===== src/sv/nta_pkg.sv =====
// Shared types, codes and constants of the neighbor table with aging.
// Used by the cell, the top level, the checker and the testbench; depends on nothing.
`timescale 1ns / 1ps

package nta_pkg;

  // Default table depth and register reset value.
  localparam int unsigned TABLE_ENTRIES_DEF = 64;
  localparam logic [31:0] MAX_AGE_RST       = 32'd1000;

  // Stream widths.
  localparam int unsigned IN_TDATA_W  = 160;
  localparam int unsigned OUT_TDATA_W = 24;
  localparam int unsigned COUNT_W     = 7;

  // Opcode carried in the input tuser.
  localparam logic OP_BEACON = 1'b0;
  localparam logic OP_SWEEP  = 1'b1;

  // Result status codes.
  typedef enum logic [2:0] {
    ST_INSERTED = 3'd0,
    ST_UPDATED  = 3'd1,
    ST_IGNORED  = 3'd2,
    ST_FULL     = 3'd3,
    ST_SWEEP    = 3'd4
  } status_e;

  // Command broadcast to every cell.
  typedef enum logic [1:0] {
    CMD_IDLE   = 2'd0,
    CMD_BEACON = 2'd1,
    CMD_SWEEP  = 2'd2,
    CMD_PACK   = 2'd3
  } cmd_e;

  // One stored neighbor entry.
  typedef struct packed {
    logic [31:0] node;
    logic [31:0] sent;
    logic [31:0] recv;
    logic [31:0] data;
  } entry_t;

  // Request fields held while an item is processed.
  typedef struct packed {
    logic [31:0] node;
    logic [31:0] sent;
    logic [31:0] recv;
    logic [31:0] data;
    logic [31:0] now;
  } req_t;

  // Control group from the sequencer to the cells.
  typedef struct packed {
    cmd_e cmd;
    logic any_hit;
  } ctrl_t;

  // Result item, status in the lowest bits.
  typedef struct packed {
    logic [COUNT_W-1:0] occupancy;
    logic [COUNT_W-1:0] removed;
    status_e            status;
  } res_t;

endpackage


===== src/sv/nta_cell.sv =====
// One entry cell of the neighbor table: storage, key match, age test and
// the neighbor exchange used to pack valid entries. Depends on nta_pkg.
`timescale 1ns / 1ps

module nta_cell (
  input  logic            clk_i,
  input  logic            rst_ni,
  input  nta_pkg::ctrl_t  ctrl_i,
  input  nta_pkg::req_t   req_i,
  input  logic [31:0]     max_age_i,
  input  logic            ins_sel_i,
  input  logic            pair_lo_i,
  input  logic            left_valid_i,
  input  logic            right_valid_i,
  input  nta_pkg::entry_t right_entry_i,
  output logic            valid_o,
  output nta_pkg::entry_t entry_o,
  output logic            hit_o,
  output logic            older_o
);

  logic            valid_q, valid_d;
  nta_pkg::entry_t entry_q, entry_d;
  logic            match;
  logic            older;
  logic [32:0]     age_sum;
  logic            expire;

  // Key match, send time order and expiry test, all local to this entry.
  always_comb begin
    match   = valid_q && (entry_q.node == req_i.node);
    older   = match && (entry_q.sent > req_i.sent);
    age_sum = {1'b0, entry_q.recv} + {1'b0, max_age_i};
    expire  = valid_q && (age_sum < {1'b0, req_i.now});
  end

  // Next state of the cell for the broadcast command.
  always_comb begin
    valid_d = valid_q;
    entry_d = entry_q;
    case (ctrl_i.cmd)
      nta_pkg::CMD_BEACON: begin
        // The matching entry takes a beacon that is not older; a new key
        // goes to the first free cell, which the sequencer selects.
        if ((match && !older) || (ins_sel_i && !ctrl_i.any_hit)) begin
          valid_d      = 1'b1;
          entry_d.node = req_i.node;
          entry_d.sent = req_i.sent;
          entry_d.recv = req_i.recv;
          entry_d.data = req_i.data;
        end
      end
      nta_pkg::CMD_SWEEP: begin
        if (expire) begin
          valid_d = 1'b0;
        end
      end
      nta_pkg::CMD_PACK: begin
        // Odd-even exchange: a hole below a valid entry swaps with it.
        if (pair_lo_i) begin
          if (!valid_q && right_valid_i) begin
            valid_d = 1'b1;
            entry_d = right_entry_i;
          end
        end else if (!left_valid_i && valid_q) begin
          valid_d = 1'b0;
        end
      end
      default: begin
      end
    endcase
  end

  // Valid flag is control state and is cleared by reset.
  always_ff @(posedge clk_i or negedge rst_ni) begin
    if (!rst_ni) begin
      valid_q <= 1'b0;
    end else begin
      valid_q <= valid_d;
    end
  end

  // Entry contents need no reset.
  always_ff @(posedge clk_i) begin
    entry_q <= entry_d;
  end

  assign valid_o = valid_q;
  assign entry_o = entry_q;
  assign hit_o   = match;
  assign older_o = older;

endmodule


===== config.mk =====
export PLATFORM = sky130hd
export DESIGN_NAME = nta_cell
export DESIGN_NICKNAME = d
export VERILOG_FILES = /design/src/sv/nta_pkg.sv /design/src/sv/nta_cell.sv
export SDC_FILE = /design/constraint.sdc
export NUM_CORES = 1
export LEC_CHECK = 0
export BUFFER_PORTS_ARGS = -buffer_cell sky130_fd_sc_hd__buf_2
export CELL_PAD_IN_SITES_DETAIL_PLACEMENT = 1
export CELL_PAD_IN_SITES_GLOBAL_PLACEMENT = 1
export CORE_ASPECT_RATIO = 0.5
export CORE_MARGIN = 2
export CORE_UTILIZATION = 35
export DETAILED_ROUTE_END_ITERATION = 6
export GPL_TIMING_DRIVEN = 0
export PLACE_DENSITY_LB_ADDON = 0.12
export SLEW_MARGIN = 20
export SYNTH_ARGS = -nofsm -noshare
export SYNTH_HDL_FRONTEND = slang
export SYNTH_SLANG_ARGS = --single-unit

===== constraint.sdc =====
create_clock -name clk_i -period 6.4 [get_ports clk_i]
set_input_delay 1.28 -clock clk_i [delete_from_list [all_inputs] [get_ports clk_i]]
set_output_delay 1.28 -clock clk_i [all_outputs]
set_load 0.05 [all_outputs]

==> metrics.yaml <==
outcome: "complete, no violations"
root_buffer: "clkbuf_16"
crit_path_start_kind: "primary input"
critPathMaxFanout: 4
cts_tree: "done"
drc: 0
maxSlewViolCount: 0
r2r-end: "valid_o"
synth_flop_cell: "edfxtp_1"
hpwl_um: 26000
rr_startpoint: "entry_o[32]"
synth_warnings: 0
die_h_um: 117
first_global_vias: 8440
layout_setup_ws_ps: 1410
dr_wl_met2_um: 16400
ios: 460
route.detailed.wl_per_inst_um: 19.5
ant_nets: 0
vias: 7867
drt_iter0_markers: 281
start_util_pct: 35.6
async_flop_share_pct: 0.775
via_per_inst: 4.89
gp_congestion: 0.804
htreeDepth: 4
overflow: 0
synth_nets: 1189
worstSetupPathType: "in -> reg"
cts_buffers: 17
power_mw: 2.73
ctsHoldBuffers: 0
wirelength_um: 31300
synth_cells: 764
synth.area.top_cells: "edfxtp_1, mux2_2, ha_1, xnor2_1, inv_1"
core.rowCount: 41
die-area_sq_um: 27000
syn-cell-area_sq_um: 8970
first_pass_iters: 4
reg2reg_depth: 17
period_minus_slack_ps: 4990
timing.final.crit_share_pct: 77.9
maxUsedRoutingLayer: "met5"
peakVddDrop_mv: 0.178
max_freq_ghz: 0.201
ys_seq_area_share_pct: 43.1
end_kind: "flop"
clock_skew_ps: 14.9
synth_edf_count: 128
clock_latency_ps: 450
cellLeakagePower_nw: 5.78
cts_setup_buffers: 0
drive_above_1_share_pct: 49.8
nets: 1669
core_sq_um: 25200
grt_pass1_wl_um: 46400
portBuffers: 459
ctsResizeCount: 0
grt_setup_unrepaired: "no"
syn-mean-instance-area_sq_um: 11.7
synth_top_area_share_pct: 42.9
place_ws_ps: 1020
finalHoldViolations: 0
path_clk_slew_ps: 60
tns_ps: 0
antenna_found_initial: 7
cp_data_required_time_ps: 6730
m1WireLength_um: 12700
chipWidth_um: 230
wl_met3_um: 1650
arrival_ps: 5310
cts.sinks: 129
setup_viol: 0
area_growth_pct: 37.5
rrSetupSlack_ps: 1980
p_per_area_nw_per_um2: 221
ys_seq_elements: 129
ys_types: 52
yosysTopAreaCell: "edfxtp_1"
grt_max_degree: 48
cts.path.max_buffers: 2
maxCapViolations: 0
slew_headroom_pct: 47.8
worst_hold_path_type: "in -> async"
worst_pin_slew_ps: 783
holdWs_ps: 605
grt_usage_pct: 22.8
-- flip-flops by register name, indices dropped and copies added (netlist names) --
register	cells
valid_o	1
entry_o	128
-- layout by cell type (no fill, tap or decap), types with 2 or more instances in the layout --
| cell type | n |
|---|---|
| clkinvlp_4 | 3 |
| and3_1 | 12 |
| clkinv_1 | 2 |
| o21bai_1 | 8 |
| diode_2 | 8 |
| ha_1 | 95 |
| nand2b_1 | 4 |
| a21o_1 | 25 |
| xor2_1 | 13 |
| nor2b_1 | 8 |
| a2111o_1 | 2 |
| nor4_1 | 3 |
| a21oi_1 | 46 |
| clkbuf_16 | 17 |
| inv_1 | 75 |
| o211ai_1 | 4 |
| clkbuf_1 | 14 |
| o21ai_0 | 15 |
| o21a_1 | 4 |
| nand4_1 | 18 |
| a211oi_1 | 10 |
| edfxtp_1 | 128 |
| buf_1 | 2 |
| a31oi_1 | 3 |
| nor2_1 | 23 |
| nand3_1 | 11 |
| and2_1 | 4 |
| o21ai_1 | 8 |
| nand2_1 | 27 |
| o31ai_1 | 2 |
| mux2_2 | 128 |
| inv_6 | 7 |
| a211o_1 | 2 |
| xnor2_1 | 47 |
| buf_2 | 459 |
-- metal layers --
metal	track usage, %	vias to the layer above
met3	5.96	36
met1	26.0	3793
met5	0	-
li1	-	3832
met4	7.70	2
met2	42.3	204
-- critical path: stages --
cell,delay [ps]
buf_2,80
ha_1,220
inv_1,70
fa_1,400
nand2b_1,160
a21oi_1,390
a221oi_4,150
o21bai_1,160
a21oi_1,90
xnor2_1,140
ha_1,300
a21o_1,180
a21o_1,170
a21oi_1,250
o211ai_1,190
a211oi_1,540
o41ai_1,200
a211o_1,330
-- final cells by class --
type,count,area [sq um]
fillers,2932,12900
multi-input cells,545,4770
flip-flops and latches,129,3870
repair buffers,461,2340
well taps,344,430
clock buffers,18,429
inverters,75,282
clock inverters,14,126
plain buffers,15,56.3
diodes,8,20.0
-- worst max-delay path by stage --
stage,startpoint,endpoint,slack (ps)
3_5_place_dp,max_age_i[0],valid_o,1020
5_1_grt,max_age_i[0],valid_o,1200
3_3_place_gp,req_i[151],entry_o[39],230
4_1_cts,max_age_i[0],valid_o,1480
6_report,max_age_i[0],valid_o,1410
2_1_floorplan,req_i[139],entry_o[0],470
-- synthesized netlist by cell type (12+ instances only) --
master	count
a21o_1	25
mux2_2	128
nor2_1	23
xnor2_1	47
edfxtp_1	128
ha_1	95
a21oi_1	46
o21ai_0	15
nand4_1	18
inv_1	75
and3_1	12
clkbuf_1	13
nand2_1	27
xor2_1	13
-- through the flow --
step / area, sq um / util, % / instances
after detailed placement: 11800 / 46.7 / 1569
after floorplan: 8970 / - / 764
after global routing: 12300 / 48.9 / 1606
final: 12300 / 49.0 / 1609
after global placement: 11700 / 46.4 / 1567
after CTS: 12300 / 48.9 / 1601
-- logic make-up (layout without fill, tap and decap cells) --
logic type      Yosys count  in the layout  share of synthesized area [%]
compound gates          146            146                           11.1
buf+inv                  90            583                           3.77
other cells               0              8                              0
xor+xnor                 60             60                           5.86
mux                     128            128                           16.1
flops                   129            129                           43.1
simple gates            115            115                           6.58
fa+ha+maj                96             96                           13.5
-- power by group --
part | internal, mW | switching, mW
Combinational | 0.314 | 0.438
Sequential | 0.989 | 0.0252
Clock | 0.538 | 0.426
Power figures use the tool's default switching activity.
